[config.mk]
export PLATFORM = sky130hd
export DESIGN_NAME = positional_insert_remove_list_flat
export DESIGN_NICKNAME = d
export VERILOG_FILES = /design/src/insl_pkg.sv /design/src/insl_chan_if.sv /design/src/positional_insert_remove_list.sv /design/src/flat_wrapper.sv
export SDC_FILE = /design/constraint.sdc
export NUM_CORES = 1
export LEC_CHECK = 0
export BUFFER_PORTS_ARGS = -buffer_cell sky130_fd_sc_hd__buf_2
export CAP_MARGIN = 20
export CORE_MARGIN = 2
export CORE_UTILIZATION = 60
export CTS_BUF_LIST = sky130_fd_sc_hd__clkbuf_16
export DETAILED_ROUTE_END_ITERATION = 6
export HOLD_SLACK_MARGIN = 0.02
export PLACE_DENSITY = 0.78
export SLEW_MARGIN = 20
export SYNTH_ARGS = -nofsm -noshare
export SYNTH_HDL_FRONTEND = slang
export SYNTH_SLANG_ARGS = --single-unit
[constraint.sdc]
create_clock -name clk -period 5.9 [get_ports clk]
set_input_delay 0.59 -clock clk [delete_from_list [all_inputs] [get_ports clk]]
set_output_delay 0.59 -clock clk [all_outputs]
set_load 0.01 [all_outputs]
[src/insl_pkg.sv]
// Shared types, codes and sizing constants of the positional insert/remove list.
package insl_pkg;

    localparam int DEFAULT_DEPTH = 16;

    localparam int CMD_W    = 3;
    localparam int POS_W    = 5;
    localparam int VALUE_W  = 32;
    localparam int STATUS_W = 2;
    localparam int COUNT_W  = 5;

    typedef enum logic [CMD_W-1:0] {
        CMD_INSERT    = 3'd0,
        CMD_REMOVE    = 3'd1,
        CMD_APPEND    = 3'd2,
        CMD_PREPEND   = 3'd3,
        CMD_POP_BACK  = 3'd4,
        CMD_POP_FRONT = 3'd5
    } cmd_t;

    typedef enum logic [STATUS_W-1:0] {
        ST_OK        = 2'd0,
        ST_BAD_INDEX = 2'd1,
        ST_EMPTY     = 2'd2,
        ST_FULL      = 2'd3
    } status_t;

    typedef enum logic [3:0] {
        S_IDLE,
        S_SHIFT_RD,
        S_SHIFT_WR,
        S_PUT,
        S_TAKE_RD,
        S_TAKE_WR,
        S_PULL_RD,
        S_PULL_WR,
        S_DROP,
        S_RESP
    } state_t;

endpackage

[src/insl_chan_if.sv]
// Valid/ready channel interfaces for list commands and list results.
interface insl_cmd_if;
    import insl_pkg::*;

    logic                       valid;
    logic                       ready;
    logic [CMD_W-1:0]           cmd;
    logic [POS_W-1:0]           position;
    logic signed [VALUE_W-1:0]  value;

    modport source (output valid, output cmd, output position, output value, input ready);
    modport sink   (input valid, input cmd, input position, input value, output ready);
endinterface

interface insl_rsp_if;
    import insl_pkg::*;

    logic                       valid;
    logic                       ready;
    logic signed [VALUE_W-1:0]  removed_value;
    logic [STATUS_W-1:0]        status;
    logic [COUNT_W-1:0]         count;

    modport source (output valid, output removed_value, output status, output count,
                    input ready);
    modport sink   (input valid, input removed_value, input status, input count,
                    output ready);
endinterface

[src/positional_insert_remove_list.sv]
// Ordered list with indexed insert and remove, stored in a one-read, one-write memory.
//
//  Channel   | Dir | Payload                         | Transfer when
//  ----------+-----+---------------------------------+----------------------
//  request   | in  | cmd, position, value            | valid && ready
//  response  | out | removed_value, status, count    | valid && ready
//
// One command at a time. A failed or unused command is answered in the next cycle.
// An insert at p shifts entries p and above up by one from the tail, then writes the
// value; a removal reads entry p and moves the entries above it down; each moved
// entry costs one memory read and one memory write on the shared port pair.
// Reset empties the list at once; stored values are not cleared.
// A response held by a stalled sink blocks the next request.
module positional_insert_remove_list #(
    parameter int DEPTH = insl_pkg::DEFAULT_DEPTH
) (
    input  logic       clk,
    input  logic       rst_n,
    insl_cmd_if.sink   request,
    insl_rsp_if.source response
);
    import insl_pkg::*;

    localparam int AW = (DEPTH > 1) ? $clog2(DEPTH) : 1;
    localparam int CW = $clog2(DEPTH + 1);
    localparam int PW = (CW > POS_W) ? CW : POS_W;

    logic [VALUE_W-1:0] mem [DEPTH];
    logic [VALUE_W-1:0] rd_data_reg;
    logic               mem_we;
    logic [AW-1:0]      mem_waddr;
    logic [AW-1:0]      mem_raddr;
    logic [VALUE_W-1:0] mem_wdata;

    state_t             state_reg,  state_next;
    logic [CW-1:0]      count_reg,  count_next;
    logic [AW-1:0]      ptr_reg,    ptr_next;
    logic [AW-1:0]      pos_reg,    pos_next;
    logic [VALUE_W-1:0] val_reg,    val_next;
    logic [VALUE_W-1:0] got_reg,    got_next;
    status_t            status_reg, status_next;

    logic               accept;
    logic               is_ins;
    logic               is_rem;
    logic [PW-1:0]      dec_pos;
    status_t            dec_status;
    logic [PW-1:0]      pos_ext;
    logic [PW-1:0]      cnt_ext;

    assign accept  = request.valid && request.ready;
    assign pos_ext = PW'(request.position);
    assign cnt_ext = PW'(count_reg);

    // Command decode and range checks; the index check comes before the full check.
    always_comb
    begin
        is_ins     = 1'b0;
        is_rem     = 1'b0;
        dec_pos    = '0;
        dec_status = ST_OK;
        case (request.cmd)
            CMD_INSERT:
            begin
                is_ins  = 1'b1;
                dec_pos = pos_ext;
            end
            CMD_APPEND:
            begin
                is_ins  = 1'b1;
                dec_pos = cnt_ext;
            end
            CMD_PREPEND:
            begin
                is_ins  = 1'b1;
            end
            CMD_REMOVE:
            begin
                is_rem  = 1'b1;
                dec_pos = pos_ext;
            end
            CMD_POP_BACK:
            begin
                is_rem  = 1'b1;
                dec_pos = (cnt_ext == '0) ? '0 : cnt_ext - PW'(1);
            end
            CMD_POP_FRONT:
            begin
                is_rem  = 1'b1;
            end
            default:
            begin
                is_ins  = 1'b0;
            end
        endcase
        if (is_ins)
        begin
            if (dec_pos > cnt_ext)
                dec_status = ST_BAD_INDEX;
            else if (cnt_ext >= PW'(DEPTH))
                dec_status = ST_FULL;
        end
        if (is_rem)
        begin
            if (cnt_ext == '0)
                dec_status = (dec_pos == '0) ? ST_EMPTY : ST_BAD_INDEX;
            else if (dec_pos >= cnt_ext)
                dec_status = ST_BAD_INDEX;
        end
    end

    always_ff @(posedge clk or negedge rst_n)
    begin
        if (!rst_n)
        begin
            state_reg <= S_IDLE;
            count_reg <= '0;
        end
        else
        begin
            state_reg <= state_next;
            count_reg <= count_next;
        end
    end

    always_ff @(posedge clk)
    begin
        ptr_reg    <= ptr_next;
        pos_reg    <= pos_next;
        val_reg    <= val_next;
        got_reg    <= got_next;
        status_reg <= status_next;
    end

    always_ff @(posedge clk)
    begin
        if (mem_we)
            mem[mem_waddr] <= mem_wdata;
        rd_data_reg <= mem[mem_raddr];
    end

    // Sequencer: inserts move entries up from the tail, removals move them down.
    always_comb
    begin
        state_next  = state_reg;
        count_next  = count_reg;
        ptr_next    = ptr_reg;
        pos_next    = pos_reg;
        val_next    = val_reg;
        got_next    = got_reg;
        status_next = status_reg;
        mem_we      = 1'b0;
        mem_waddr   = ptr_reg;
        mem_raddr   = ptr_reg;
        mem_wdata   = rd_data_reg;
        case (state_reg)
            S_IDLE:
            begin
                if (accept)
                begin
                    pos_next    = AW'(dec_pos);
                    val_next    = request.value;
                    got_next    = '0;
                    status_next = dec_status;
                    ptr_next    = AW'(count_reg);
                    if (dec_status != ST_OK)
                        state_next = S_RESP;
                    else if (is_ins)
                        state_next = (AW'(count_reg) == AW'(dec_pos)) ? S_PUT : S_SHIFT_RD;
                    else if (is_rem)
                        state_next = S_TAKE_RD;
                    else
                        state_next = S_RESP;
                end
            end
            S_SHIFT_RD:
            begin
                mem_raddr  = ptr_reg - AW'(1);
                state_next = S_SHIFT_WR;
            end
            S_SHIFT_WR:
            begin
                mem_we     = 1'b1;
                mem_waddr  = ptr_reg;
                ptr_next   = ptr_reg - AW'(1);
                state_next = ((ptr_reg - AW'(1)) == pos_reg) ? S_PUT : S_SHIFT_RD;
            end
            S_PUT:
            begin
                mem_we     = 1'b1;
                mem_waddr  = pos_reg;
                mem_wdata  = val_reg;
                count_next = count_reg + CW'(1);
                state_next = S_RESP;
            end
            S_TAKE_RD:
            begin
                mem_raddr  = pos_reg;
                state_next = S_TAKE_WR;
            end
            S_TAKE_WR:
            begin
                got_next   = rd_data_reg;
                ptr_next   = pos_reg;
                state_next = ((CW'(pos_reg) + CW'(1)) == count_reg) ? S_DROP : S_PULL_RD;
            end
            S_PULL_RD:
            begin
                mem_raddr  = ptr_reg + AW'(1);
                state_next = S_PULL_WR;
            end
            S_PULL_WR:
            begin
                mem_we     = 1'b1;
                mem_waddr  = ptr_reg;
                ptr_next   = ptr_reg + AW'(1);
                state_next = ((CW'(ptr_reg) + CW'(2)) == count_reg) ? S_DROP : S_PULL_RD;
            end
            S_DROP:
            begin
                count_next = count_reg - CW'(1);
                state_next = S_RESP;
            end
            S_RESP:
            begin
                if (response.ready)
                    state_next = S_IDLE;
            end
            default:
            begin
                state_next = S_IDLE;
            end
        endcase
    end

    assign request.ready          = (state_reg == S_IDLE);
    assign response.valid         = (state_reg == S_RESP);
    assign response.removed_value = got_reg;
    assign response.status        = status_reg;
    assign response.count         = COUNT_W'(count_reg);

    // The list never holds more entries than the storage has.
    a_count_bound: assert property (@(posedge clk) disable iff (!rst_n)
        count_reg <= CW'(DEPTH))
        else $error("entry count beyond storage depth");

    // A command is never taken while a result is still on offer.
    a_one_at_a_time: assert property (@(posedge clk) disable iff (!rst_n)
        !(request.ready && response.valid))
        else $error("request accepted while response pending");

    // A rejected command is answered in the next cycle.
    a_fail_fast: assert property (@(posedge clk) disable iff (!rst_n)
        (accept && dec_status != ST_OK) |=> response.valid)
        else $error("failed command not answered at once");

    // The count moves by at most one, and only on the way to a response.
    a_count_step: assert property (@(posedge clk) disable iff (!rst_n)
        (count_reg != $past(count_reg)) |->
            ((count_reg == $past(count_reg) + CW'(1)) ||
             (count_reg == $past(count_reg) - CW'(1))) && response.valid)
        else $error("entry count changed unexpectedly");

    // A failed command leaves no removed value behind.
    a_fail_zero: assert property (@(posedge clk) disable iff (!rst_n)
        (response.valid && response.status != ST_OK) |-> (response.removed_value == '0))
        else $error("removed value set on failed command");

endmodule
[src/flat_wrapper.sv]
// flat-port wrapper written by rule: the top's interface ports become plain ports
module positional_insert_remove_list_flat import insl_pkg::*;
#(
    parameter int DEPTH = insl_pkg::DEFAULT_DEPTH
)
  (clk, rst_n, request_valid, request_cmd, request_position, request_value, request_ready, response_valid, response_removed_value, response_status, response_count, response_ready);
  insl_cmd_if request_i ();
  insl_rsp_if response_i ();
  input  logic clk;
  input  logic rst_n;
  input wire logic [$bits(request_i.valid)-1:0] request_valid;
  input wire logic [$bits(request_i.cmd)-1:0] request_cmd;
  input wire logic [$bits(request_i.position)-1:0] request_position;
  input wire logic [$bits(request_i.value)-1:0] request_value;
  output wire logic [$bits(request_i.ready)-1:0] request_ready;
  output wire logic [$bits(response_i.valid)-1:0] response_valid;
  output wire logic [$bits(response_i.removed_value)-1:0] response_removed_value;
  output wire logic [$bits(response_i.status)-1:0] response_status;
  output wire logic [$bits(response_i.count)-1:0] response_count;
  input wire logic [$bits(response_i.ready)-1:0] response_ready;
  assign request_i.valid = request_valid;
  assign request_i.cmd = request_cmd;
  assign request_i.position = request_position;
  assign request_i.value = request_value;
  assign request_ready = request_i.ready;
  assign response_valid = response_i.valid;
  assign response_removed_value = response_i.removed_value;
  assign response_status = response_i.status;
  assign response_count = response_i.count;
  assign response_i.ready = response_ready;
  positional_insert_remove_list #(.DEPTH(DEPTH)) u_core (.clk(clk), .rst_n(rst_n), .request(request_i), .response(response_i));
endmodule
# After elaboration in Yosys (flattened, before gate mapping)

Memories as Yosys holds them, arrays and structs flattened. A register that Yosys moved wholly into a read port is not among the register bits.
Index checks and enable logic that the tools add are counted.

Register bits: 83
Bits in writable memories: 512
Word-level logic and storage cells: 87
Memories: 1

Add/sub/neg operators: 6
$lt $le $gt $ge: 3
Equality and inequality tests: 20
Multiplexer cells: 32
Reduce and logical (&&, ||, !) cells: 18

Memory list:

| name       | depth | bits a word | rd ports | clocked after memory_dff | write ports | RTL line                            | RTL |
|---|---|---|---|---|---|---|---|
| u_core.mem | 16    | 32          | 1        | 1                        | 1           | positional_insert_remove_list.sv:28 | `logic [VALUE_W-1:0] mem [DEPTH];` |

Operator list:

| operator            | count |
|---|---|
| $mux 32             | 2 |
| $pmux 32 s2         | 1 |
| $mux 4              | 9 |
| $pmux 4 s9          | 1 |
| $mux 2              | 9 |
| $eq 4x3->1 const B  | 4 |
| $pmux 4 s4          | 1 |
| $pmux 5 s3          | 1 |
| $pmux 4 s3          | 1 |
| $eq 5x5->1          | 2 |
| $logic_not 5->1     | 2 |
| $pmux 5 s2          | 1 |
| $reduce_or 3->1     | 3 |
| $eq 4x2->1 const B  | 2 |
| $eq 4x4->1          | 2 |
| $eq 4x4->1 const B  | 2 |
| $reduce_and 2->1    | 4 |
| $eq 3x2->1 const B  | 2 |
| $eq 3x3->1 const B  | 2 |
| $reduce_bool 2->1   | 3 |
| $add 4x1->5 const B | 1 |
| $add 4x2->5 const B | 1 |
| $add 5x1->5 const B | 1 |
| $ge 5x5->1          | 1 |
| 16 further kinds    | 21 |

# Depth between registers and ports, before layout

Gate-level depths: netlist of run 1.

Word-level depth: 13
Mapped depth: 15
Gate-level depth less buffers: 13

# Worst setup path before layout of run 1

Ideal clock, no wire load.

Kind: flip-flop to flip-flop
From: register u_core.state_reg[1]
To: memory u_core.mem[5][0], enable pin
Setup time: 421 ps
Data arrival time: 3102 ps
Required time: 5479 ps
Path slack: 2377 ps
Stages on the path, launching flop included: 8
Path buffers: 4
Cells stage by stage: dfrtp_1 buf_2 clkbuf_1 and3_1 clkbuf_1 clkbuf_1 a31oi_1 nor2_1

Cells in the longest elaborated chain, start to end: 5
Elaborated cells on any way between the ends: 8
Classes of those cells: eq/ne: 3; mux: 4; reduce/logical: 1

Ends and longest elaborated chain:

| item                                     | RTL line                             | RTL |
|---|---|---|
| start, declared                          | positional_insert_remove_list.sv:35  | `state_t state_reg, state_next;` |
| start signal, assigned                   | positional_insert_remove_list.sv:121 | `state_reg <= state_next;` |
| $eq 4x2->1 or $eq 4x3->1 (tied branches) | positional_insert_remove_list.sv:156 | `case (state_reg)` |
| $reduce_or 3->1 (no source line)         | n/a                                  |  |
| $mux 1                                   | positional_insert_remove_list.sv:156 |  |
| $mux 1                                   | positional_insert_remove_list.sv:137 | `if (mem_we)` |
| $mux 1 (implied by the code)             | positional_insert_remove_list.sv:138 | `mem[mem_waddr] <= mem_wdata;` |
| end, declared                            | positional_insert_remove_list.sv:28  |  |

Parallel ways exist; a longest one is shown, timed or not.

# Worst setup path after layout of run 1

From: register u_core.ptr_reg[0]
To: register u_core.rd_data_reg[1] (read register of u_core.mem)

Cells in the longest elaborated chain, start to end: 2
Elaborated cells on any way between the ends: 3
Classes of those cells: add/sub: 2; mux: 1

Ends and longest elaborated chain:

| item                                       | RTL line                                                                   | RTL |
|---|---|---|
| start, declared                            | positional_insert_remove_list.sv:37                                        | `logic [AW-1:0] ptr_reg, ptr_next;` |
| start signal, assigned                     | positional_insert_remove_list.sv:128                                       | `ptr_reg <= ptr_next;` |
| $add 4x1->4 or $sub 4x1->4 (tied branches) | positional_insert_remove_list.sv:209, positional_insert_remove_list.sv:178 |  |
| $pmux 4 s3 (*)                             | positional_insert_remove_list.sv:156                                       |  |
| end, declared                              | positional_insert_remove_list.sv:29                                        | `logic [VALUE_W-1:0] rd_data_reg;` |

Mark *: on every way between the ends. The rest lies on a longest branch, timed or not.
A chain may end at the register's enable or synchronous reset.

==> flow_summary.html, run 1 <==
<table>
<tr><th>Metric</th><th>Value</th></tr>
<tr><th colspan="2">Pwr</th></tr>
<tr><td>Fraction of power spent switching nets</td><td>44.2%</td></tr>
<tr><td>Maximum vdd drop</td><td>541 uV</td></tr>
<tr><td>Sequential group share of total power</td><td>34.3%</td></tr>
<tr><td>Static Leakage</td><td>10.6 nW</td></tr>
<tr><td>Switch Pwr</td><td>8.42 mW</td></tr>
<tr><td>Clock network fraction of design power</td><td>19.5%</td></tr>
<tr><td>Combinational cell fraction of total power</td><td>46.1%</td></tr>
<tr><td>Cell Int Power</td><td>10.6 mW</td></tr>
<tr><td>Power density over the cells</td><td>635 nW/um^2</td></tr>
<tr><th colspan="2">STA</th></tr>
<tr><td>Worst Hold Margin</td><td>0.133 ns</td></tr>
<tr><td>Actual transition at the worst max-transition pin</td><td>1.21 ns</td></tr>
<tr><td>Max Fclk</td><td>237 MHz</td></tr>
<tr><td>Final worst-path setup slack</td><td>1.69 ns</td></tr>
<tr><td>Period utilisation layout</td><td>71.4%</td></tr>
<tr><td>Final worst clock skew</td><td>0.0246 ns</td></tr>
<tr><td>Slew headroom</td><td>19.0%</td></tr>
<tr><td>Min Clock Period, post-route</td><td>4.21 ns</td></tr>
<tr><td>RSZ-0062 raised after global routing</td><td>no</td></tr>
<tr><td>Post-Route Setup TNS</td><td>0 ns</td></tr>
<tr><td>Fin. max-slew vios</td><td>0</td></tr>
<tr><td>Finish-stage setup viols</td><td>0</td></tr>
<tr><td>Final-report hold violation count</td><td>0</td></tr>
<tr><th colspan="2">Logic synthesis</th></tr>
<tr><td>Post-synth cell types</td><td>71</td></tr>
<tr><td>Average cell area after synthesis</td><td>12.2 sq um</td></tr>
<tr><td>Post-synthesis mux area share</td><td>1.27%</td></tr>
<tr><td>Fraction of synthesis flops using an asynchronous set or reset pin</td><td>1.44%</td></tr>
<tr><td>Synth Area in Adders</td><td>0.603%</td></tr>
<tr><td>Top FF cell, synth</td><td>sky130_fd_sc_hd__edfxtp_1</td></tr>
<tr><td>Synthesized-area fraction occupied by ao, oa, aoi and oai cells</td><td>11.6%</td></tr>
<tr><td>Largest family of logic cells by synthesized area</td><td>simple AND/OR/NAND/NOR gates</td></tr>
<tr><td>Total nets after synthesis</td><td>2,266</td></tr>
<tr><td>Part of the Yosys area used for sequential elements</td><td>68.5%</td></tr>
<tr><td>Synthesized instance count</td><td>2,209</td></tr>
<tr><td>Count of state elements after synthesis</td><td>627</td></tr>
<tr><td>Number of enable flip-flop cells after synthesis</td><td>586</td></tr>
<tr><td>Synthesized-area fraction occupied by xor and xnor cells</td><td>0.747%</td></tr>
<tr><td>Ys Warns</td><td>0</td></tr>
<tr><td>Basic-gate share of the synthesized area counting and, or, nand and nor cells</td><td>14.2%</td></tr>
<tr><td>Mapped cell area</td><td>27,000 sq um</td></tr>
<tr><th colspan="2">GRT</th></tr>
<tr><td>First-pass GRT wire length</td><td>108,000 um</td></tr>
<tr><td>Initial antenna violation count</td><td>0</td></tr>
<tr><td>Global-route total usage across every layer</td><td>30.9%</td></tr>
<tr><td>Via count of the first global-routing pass</td><td>17,900</td></tr>
<tr><td>Total grt overflow</td><td>0</td></tr>
<tr><td>Pin count of the biggest net entering global routing</td><td>144</td></tr>
<tr><th colspan="2">Place</th></tr>
<tr><td>Number of input and output port buffers inserted</td><td>84</td></tr>
<tr><td>Worst Setup Slack post-DPL</td><td>1.66 ns</td></tr>
<tr><td>Weighted congestion reported at the end of routability-driven placement</td><td>0.895</td></tr>
<tr><td>Dpl cell area</td><td>27,800 sq um</td></tr>
<tr><td>Post-detail-place hpwl</td><td>43,400 um</td></tr>
<tr><th colspan="2">Routing</th></tr>
<tr><td>Routed vias/inst</td><td>6.68</td></tr>
<tr><td>Routed wl met2</td><td>32,400 um</td></tr>
<tr><td>Number of iterations in the first detailed-routing pass</td><td>7</td></tr>
<tr><td>Sum of routed wire segments on met1</td><td>28,100 um</td></tr>
<tr><td>DRC violations left</td><td>6</td></tr>
<tr><td>Met3 wire length</td><td>10,700 um</td></tr>
<tr><td>Final routed wirelength across all metal layers</td><td>73,000 um</td></tr>
<tr><td>Post-route antenna net violation count</td><td>0</td></tr>
<tr><td>Routed wire per std cell</td><td>25.4 um</td></tr>
<tr><td>Highest metal layer used by the detailed router</td><td>met4</td></tr>
<tr><td>Via count</td><td>19,200</td></tr>
<tr><td>Iteration-0 DRC count of the detailed router</td><td>3,612</td></tr>
<tr><th colspan="2">Worst setup path</th></tr>
<tr><td>Setup CP Type</td><td>reg -&gt; reg</td></tr>
<tr><td>Worst setup EP type</td><td>register</td></tr>
<tr><td>Register-to-register setup slack</td><td>1.69 ns</td></tr>
<tr><td>Nature of the critical path startpoint</td><td>register</td></tr>
<tr><td>Launching point of the worst reg2reg path</td><td>u_core.ptr_reg[0]</td></tr>
<tr><td>Arrival @ worst endpoint</td><td>4.63 ns</td></tr>
<tr><td>Required time reported for the critical path endpoint</td><td>6.32 ns</td></tr>
<tr><td>Worst-case reg-to-reg path depth</td><td>10</td></tr>
<tr><td>Critical path fanouts, max</td><td>52</td></tr>
<tr><td>Capture instance of the worst register-to-register path</td><td>u_core.rd_data_reg[1]</td></tr>
<tr><th colspan="2">Floorplan</th></tr>
<tr><td>Overall die height</td><td>216 um</td></tr>
<tr><td>Area of the core</td><td>44,300 sq um</td></tr>
<tr><td>Die area</td><td>46,700 sq um</td></tr>
<tr><td>Initial cell density of the core</td><td>60.8%</td></tr>
<tr><td>Number of placed I/O pins</td><td>85</td></tr>
<tr><td>Cell Rows</td><td>77</td></tr>
<tr><td>Die W</td><td>216 um</td></tr>
<tr><th colspan="2">Run</th></tr>
<tr><td>Max-cap violations</td><td>0</td></tr>
<tr><th colspan="2">Status</th></tr>
<tr><td>Status</td><td>finished, violations left</td></tr>
<tr><td>Failing checks</td><td>DRC</td></tr>
<tr><th colspan="2">Clock network</th></tr>
<tr><td>Buffer type at the clock tree root</td><td>sky130_fd_sc_hd__clkbuf_16</td></tr>
<tr><td>Postcts setup bufs</td><td>0</td></tr>
<tr><td>Post-cts resize count</td><td>0</td></tr>
<tr><td>Maximum clock path buffer count</td><td>3</td></tr>
<tr><td>Deepest level of the CTS H-tree</td><td>2</td></tr>
<tr><td>Hold-fix buffers at CTS</td><td>1</td></tr>
<tr><td>Num CTS Buffers</td><td>60</td></tr>
<tr><td>Clock insertion delay at the later pin of the skew report</td><td>0.62 ns</td></tr>
<tr><td>TritonCTS clock tree</td><td>done</td></tr>
<tr><td>CTS clk-pin slew, worst paths</td><td>0.06 ns</td></tr>
<tr><td>Sink Count</td><td>627</td></tr>
<tr><th colspan="2">Layout</th></tr>
<tr><td>Commonest cells after routing, fill and taps aside</td><td>sky130_fd_sc_hd__nand2_1 (626), sky130_fd_sc_hd__edfxtp_1 (586), sky130_fd_sc_hd__nor2_1 (116)</td></tr>
<tr><td>Largest register FFs</td><td>512</td></tr>
<tr><td>Leading cell type in the layout, fill and taps excluded</td><td>sky130_fd_sc_hd__nand2_1</td></tr>
<tr><td>Area added between synthesis and finish</td><td>11.1%</td></tr>
<tr><td>Post-Route Utilization</td><td>67.6%</td></tr>
<tr><td># fillers</td><td>3,028</td></tr>
<tr><td>Total inserted antenna cells</td><td>0</td></tr>
<tr><td>Nets@finish</td><td>2,284</td></tr>
<tr><td>Share of final-layout standard cells stronger than drive strength 1</td><td>10.9%</td></tr>
<tr><td>Largest register by flop count</td><td>u_core.mem</td></tr>
<tr><td>Post-Layout Inst Area</td><td>30,000 sq um</td></tr>
<tr><th colspan="2">Worst hold path</th></tr>
<tr><td>Endpoint, Worst Hold</td><td>u_core.val_reg[12]</td></tr>
<tr><td>Number of cells on the worst hold path</td><td>1</td></tr>
<tr><td>Hold Crit Class</td><td>in -&gt; reg</td></tr>
<tr><td>Startpoint of the worst hold path</td><td>request_value[12]</td></tr>
</table>
==> worst max-delay path by stage <==
stage	startpoint	end	slack (ns)	depth (start not counted)
after global placement	u_core.state_reg[1]	u_core.mem[6][9]	1.77	3
after detailed placement	u_core.state_reg[1]	u_core.mem[6][9]	1.66	3
after global routing	u_core.ptr_reg[0]	u_core.rd_data_reg[7]	1.47	10
final	u_core.ptr_reg[0]	u_core.rd_data_reg[1]	1.69	10
after CTS	u_core.state_reg[1]	u_core.mem[6][28]	1.64	3
after floorplan	u_core.state_reg[1]	u_core.mem[5][0]	2.38	7
==> metal layers <==
layer	up-vias	GRT usage (%)
met5	-	0
li1	8304	-
met4	0	9.09
met3	143	7.40
met1	9339	46.0
met2	1394	45.6
==> final cells by class <==
type | count | area (sq um) | share of cell area, %
clock buffer | 60 | 1500 | 5.01
clock inverter | 53 | 390 | 1.30
inverter | 23 | 86.3 | 0.288
multi-input combinational | 1398 | 7900 | 26.4
sequential | 627 | 18500 | 61.6
tap | 592 | 741 | 2.47
timing repair buffer | 117 | 883 | 2.95
==> power groups by stage <==
stage | registers (mW) | logic [mW] | clock network (mW)
5_1_grt | 6.57 | 9.32 | 3.89
2_1_floorplan | 6.32 | 5.82 | 0
4_1_cts | 6.51 | 8.44 | 3.72
3_3_place_gp | 6.58 | 8.09 | 0
6_report | 6.53 | 8.78 | 3.72
3_5_place_dp | 6.60 | 8.36 | 0
==> cell families (layout without fill, tap and decap cells) <==
kind of cell,count (synthesis),after routing
AOI/OAI and AO/OA,404,404
xor gates and xnor gates,23,23
adders and majority gates,13,13
buffers and inverters,184,253
DFF,627,627
muxes,33,33
and+or+nand+nor,925,925
==> through the flow <==
step,cells,power [mW]
finish,2870,19.0
detailed placement,2747,15.0
floorplan,2209,12.1
global placement,2744,14.7
global route,2870,19.8
CTS,2861,18.7
==> cells in the mapped netlist, drive strengths merged, types with 9 or more instances <==
master	count	area [sq um]
edfxtp	586	17600
o2111ai	64	561
xnor2	21	184
o21ai	16	83.8
a211oi	36	313
nor2	134	503
dfxtp	32	641
a222oi	64	641
dfrtp	9	225
buf	74	403
nor3	16	80.1
mux2i	32	320
inv	23	86.3
clkbuf	87	327
nand3	76	380
and2	35	219
nand2	628	2360
o221ai	32	280
a32oi	32	280
a21oi	109	546
ha	13	163
==> worst max-delay path, cell delays in order, from the launching register on <==
cell and delay (ns):
sky130_fd_sc_hd__edfxtp_1 0.65, sky130_fd_sc_hd__inv_1 0.16, sky130_fd_sc_hd__ha_1 0.42, sky130_fd_sc_hd__or4b_1 0.56, sky130_fd_sc_hd__a41oi_1 0.34, sky130_fd_sc_hd__and2_2 0.48
sky130_fd_sc_hd__buf_4 0.58, sky130_fd_sc_hd__nand2_1 0.11, sky130_fd_sc_hd__buf_4 0.30, sky130_fd_sc_hd__o221ai_1 0.28, sky130_fd_sc_hd__a211oi_1 0.09
Note: power is estimated with default switching activity, not from simulation.
==> run 2, diff against run 1 <==
Clock period 5.9 ns to 4.1 ns, I/O delays scaled along.
==> flow_summary.html, run 2 (synthesis gave the netlist of run 1 again) <==
<table>
<tr><th>Metric</th><th>Value</th></tr>
<tr><th colspan="2">Status</th></tr>
<tr><td>Status</td><td>finished, violations left</td></tr>
<tr><td>Failing checks</td><td>DRC</td></tr>
<tr><th colspan="2">Layout</th></tr>
<tr><td>Nets@finish</td><td>2,347 (+2.8%)</td></tr>
<tr><td>Total inserted antenna cells</td><td>0 (unchanged)</td></tr>
<tr><td>Leading cell type in the layout, fill and taps excluded</td><td>sky130_fd_sc_hd__nand2_1</td></tr>
<tr><td>Largest register FFs</td><td>512 (unchanged)</td></tr>
<tr><td>Commonest cells after routing, fill and taps aside</td><td>sky130_fd_sc_hd__nand2_1 (626), sky130_fd_sc_hd__edfxtp_1 (586), sky130_fd_sc_hd__nor2_1 (116)</td></tr>
<tr><td>Sequential cell area</td><td>18,500 sq um (unchanged)</td></tr>
<tr><td># fillers</td><td>2,938 (-3.0%)</td></tr>
<tr><td>Multi-input combinational cell area</td><td>7890 sq um (about the same)</td></tr>
<tr><td>Area added between synthesis and finish</td><td>12.9%</td></tr>
<tr><td>Post-Route Utilization</td><td>68.7% (+1.1 points)</td></tr>
<tr><td>Share of final-layout standard cells stronger than drive strength 1</td><td>12.2% (+1.3 points)</td></tr>
<tr><td>Largest register by flop count</td><td>u_core.mem</td></tr>
<tr><th colspan="2">Clock network</th></tr>
<tr><td>TritonCTS clock tree</td><td>done</td></tr>
<tr><td>Postcts setup bufs</td><td>0 (unchanged)</td></tr>
<tr><td>Deepest level of the CTS H-tree</td><td>2 (unchanged)</td></tr>
<tr><td>Buffer type at the clock tree root</td><td>sky130_fd_sc_hd__clkbuf_16</td></tr>
<tr><td>Num CTS Buffers</td><td>60 (unchanged)</td></tr>
<tr><td>CTS clk-pin slew, worst paths</td><td>0.07 ns (about the same)</td></tr>
<tr><td>Maximum clock path buffer count</td><td>3 (unchanged)</td></tr>
<tr><td>Post-cts resize count</td><td>0 (unchanged)</td></tr>
<tr><td>Clock insertion delay at the later pin of the skew report</td><td>0.64 ns (+0.02 ns)</td></tr>
<tr><td>Sink Count</td><td>627 (unchanged)</td></tr>
<tr><th colspan="2">STA</th></tr>
<tr><td>Min Clock Period, post-route</td><td>3.64 ns (-0.566 ns)</td></tr>
<tr><td>Post-Route Setup TNS</td><td>0 ns (unchanged)</td></tr>
<tr><td>Slew headroom</td><td>27.5% (+8.5 points)</td></tr>
<tr><td>Finish-stage setup viols</td><td>0 (unchanged)</td></tr>
<tr><td>Fin. max-slew vios</td><td>0 (unchanged)</td></tr>
<tr><td>Period utilisation layout</td><td>88.9% (+18 points)</td></tr>
<tr><td>RSZ-0062 raised after global routing</td><td>no</td></tr>
<tr><td>Final-report hold violation count</td><td>0 (unchanged)</td></tr>
<tr><td>Max Fclk</td><td>274 MHz (+16%)</td></tr>
<tr><td>Final worst clock skew</td><td>0.0318 ns (+0.00719 ns)</td></tr>
<tr><td>Actual transition at the worst max-transition pin</td><td>1.08 ns (-0.127 ns)</td></tr>
<tr><th colspan="2">Routing</th></tr>
<tr><td>DRC violations left</td><td>18 (+12)</td></tr>
<tr><td>Final routed wirelength across all metal layers</td><td>73,200 um (+0.26%)</td></tr>
<tr><td>Post-route antenna net violation count</td><td>0 (unchanged)</td></tr>
<tr><td>Routed vias/inst</td><td>6.66 (-0.38%)</td></tr>
<tr><td>Iteration-0 DRC count of the detailed router</td><td>2,922 (-19%)</td></tr>
<tr><td>Number of iterations in the first detailed-routing pass</td><td>7 (unchanged)</td></tr>
<tr><td>Routed wire per std cell</td><td>24.9 um (-1.9%)</td></tr>
<tr><td>Via count</td><td>19,500 (+1.8%)</td></tr>
<tr><th colspan="2">Pwr</th></tr>
<tr><td>Static Leakage</td><td>10.9 nW (+2.2%)</td></tr>
<tr><td>Switch Pwr</td><td>11.5 mW (+37%)</td></tr>
<tr><td>Fraction of power spent switching nets</td><td>42.5% (-1.7 points)</td></tr>
<tr><td>Combinational cell fraction of total power</td><td>45.6% (-0.5 points)</td></tr>
<tr><td>Clock network fraction of design power</td><td>20.2% (+0.7 points)</td></tr>
<tr><td>Power density over the cells</td><td>889 nW/um^2 (+40%)</td></tr>
<tr><td>Cell Int Power</td><td>15.6 mW (+47%)</td></tr>
<tr><td>Maximum vdd drop</td><td>1060 uV (+96%)</td></tr>
<tr><td>Sequential group share of total power</td><td>34.3% (about the same)</td></tr>
<tr><th colspan="2">GRT</th></tr>
<tr><td>Pin count of the biggest net entering global routing</td><td>83 (-42%)</td></tr>
<tr><td>Total grt overflow</td><td>0 (unchanged)</td></tr>
<tr><td>First-pass GRT wire length</td><td>111,000 um (+2.4%)</td></tr>
<tr><td>Initial antenna violation count</td><td>1 (+1)</td></tr>
<tr><td>Global-route total usage across every layer</td><td>31.2% (+0.38 points)</td></tr>
<tr><td>Via count of the first global-routing pass</td><td>19,000 (+6.2%)</td></tr>
<tr><th colspan="2">Floorplan</th></tr>
<tr><td>Die area</td><td>46,700 sq um (unchanged)</td></tr>
<tr><td>Die W</td><td>216 um (unchanged)</td></tr>
<tr><td>Cell Rows</td><td>77 (unchanged)</td></tr>
<tr><td>Initial cell density of the core</td><td>60.8% (unchanged)</td></tr>
<tr><td>Overall die height</td><td>216 um (unchanged)</td></tr>
<tr><td>Area of the core</td><td>44,300 sq um (unchanged)</td></tr>
<tr><td>Number of placed I/O pins</td><td>85 (unchanged)</td></tr>
<tr><th colspan="2">Worst setup path</th></tr>
<tr><td>Cell with the largest stage delay on the worst path</td><td>sky130_fd_sc_hd__or4b_1</td></tr>
<tr><td>Family with the most delay on the worst path</td><td>buffers and inverters</td></tr>
<tr><td>Cells along the critical path</td><td>inv_2 -&gt; ha_1 -&gt; or4b_1 -&gt; a41oi_1 -&gt; and2_2 -&gt; buf_4 -&gt; buf_4 -&gt; a21oi_1 -&gt; nand2_1 -&gt; a21oi_1 -&gt; a211oi_1</td></tr>
<tr><td>Arrival @ worst endpoint</td><td>4.18 ns (-0.45 ns)</td></tr>
<tr><td>Critical path fanouts, max</td><td>45 (-13%)</td></tr>
<tr><td>Worst path bufs/invs</td><td>3 (unchanged)</td></tr>
<tr><td>Nature of the critical path startpoint</td><td>register</td></tr>
<tr><td>Worst setup EP type</td><td>register</td></tr>
<tr><td>Setup CP Type</td><td>reg -&gt; reg</td></tr>
<tr><td>Delay of the slowest cell on the worst path</td><td>0.57 ns (-0.08 ns)</td></tr>
<tr><td>Required time reported for the critical path endpoint</td><td>4.64 ns (-1.68 ns)</td></tr>
<tr><th colspan="2">Place</th></tr>
<tr><td>Weighted congestion reported at the end of routability-driven placement</td><td>0.888 (-0.79%)</td></tr>
<tr><td>Post-detail-place hpwl</td><td>40,700 um (-6.3%)</td></tr>
<tr><td>Number of input and output port buffers inserted</td><td>84 (unchanged)</td></tr>
<tr><th colspan="2">Worst hold path</th></tr>
<tr><td>Hold Crit Class</td><td>in -&gt; async</td></tr>
<tr><th colspan="2">Run</th></tr>
<tr><td>Max-cap violations</td><td>0 (unchanged)</td></tr>
</table>
==> run 2: cell types whose count changed in the layout (fill, tap and decap cells not counted), moves of 2 or more <==
cell,previous run,this run
sky130_fd_sc_hd__a31oi_1,4,6
sky130_fd_sc_hd__a31oi_2,2,0
sky130_fd_sc_hd__buf_16,5,0
sky130_fd_sc_hd__buf_4,18,54
sky130_fd_sc_hd__clkinv_1,8,17
sky130_fd_sc_hd__clkinv_2,10,15
sky130_fd_sc_hd__dlygate4sd3_1,1,33
sky130_fd_sc_hd__inv_1,45,28
==> run 2: final cells by class <==
class                           instances  share of cell area [%]
Sequential cell                       627                    60.6
Multi-Input combinational cell       1398                    25.9
Clock buffer                           60                    4.93
Timing Repair Buffer                  180                    4.39
Tap cell                              592                    2.43
Clock inverter                         53                    1.42
Inverter                               23                   0.283
==> run 2: power by group through the flow <==
stage / Combinational [mW] / Clock (mW) / Sequential, mW
after floorplan: 8.37 / 0 / 9.10
after global placement: 11.4 / 0 / 9.35
after detailed placement: 11.9 / 0 / 9.38
after CTS: 12.1 / 5.48 / 9.25
after global routing: 13.3 / 5.74 / 9.32
final: 12.3 / 5.46 / 9.27
==> run 2: worst paths after layout <==
check	start	endpoint	slack [ns]	cells after the start
worst max register to register	u_core.ptr_reg[1]	u_core.rd_data_reg[12]	0.46	11
worst min register to register	u_core.rd_data_reg[17]	u_core.response.removed_value[17]	0.53	1
worst min-delay path	rst_n	u_core.state_reg[0]	0.17	2
worst max-delay path	u_core.ptr_reg[1]	u_core.rd_data_reg[12]	0.46	11
max in group asynchronous	rst_n	u_core.state_reg[3]	3.73	2
min in group clk	request_valid	u_core.state_reg[1]	0.20	3
==> run 2: per-stage QoR <==
stage | hold slack [ns] | cell area [sq um] | total power, mW | worst slack [ns] | cells
4_1_cts | 0.151 | 30500 | 26.8 | 0.462 | 2933
5_1_grt | 0.190 | 30500 | 28.3 | 0.181 | 2933
6_report | 0.170 | 30500 | 27.1 | 0.455 | 2933
3_3_place_gp | 0.280 | 28200 | 20.8 | 0.612 | 2787
2_1_floorplan | 0.114 | 27000 | 17.5 | 0.577 | 2209
3_5_place_dp | 0.280 | 28200 | 21.3 | 0.471 | 2787
==> run 2: timing repair <==
action,CTS,global route
hold buffers,33,0
hold endpoints to repair,41,0
setup endpoints to repair,0,0
==> run 2: metal layers <==
metal | vias to the layer above | GRT usage [%] | routed length [um]
li1 | 8443 | - | -
met1 | 9450 | 41.6 | 27000
met2 | 1382 | 50.8 | 35100
met3 | 249 | 5.57 | 7950
met4 | 2 | 13.9 | 3150
met5 | - | 0 | 18
==> run 2: worst reg2reg max path, stage by stage (launching register included) <==
cell                       delay [ns]
sky130_fd_sc_hd__edfxtp_1        0.42
sky130_fd_sc_hd__inv_2           0.17
sky130_fd_sc_hd__ha_1            0.34
sky130_fd_sc_hd__or4b_1          0.58
sky130_fd_sc_hd__a41oi_1         0.31
sky130_fd_sc_hd__and2_2          0.23
sky130_fd_sc_hd__buf_4           0.52
sky130_fd_sc_hd__buf_4           0.43
sky130_fd_sc_hd__a21oi_1         0.14
sky130_fd_sc_hd__nand2_1         0.10
sky130_fd_sc_hd__a21oi_1         0.07
sky130_fd_sc_hd__a211oi_1        0.25
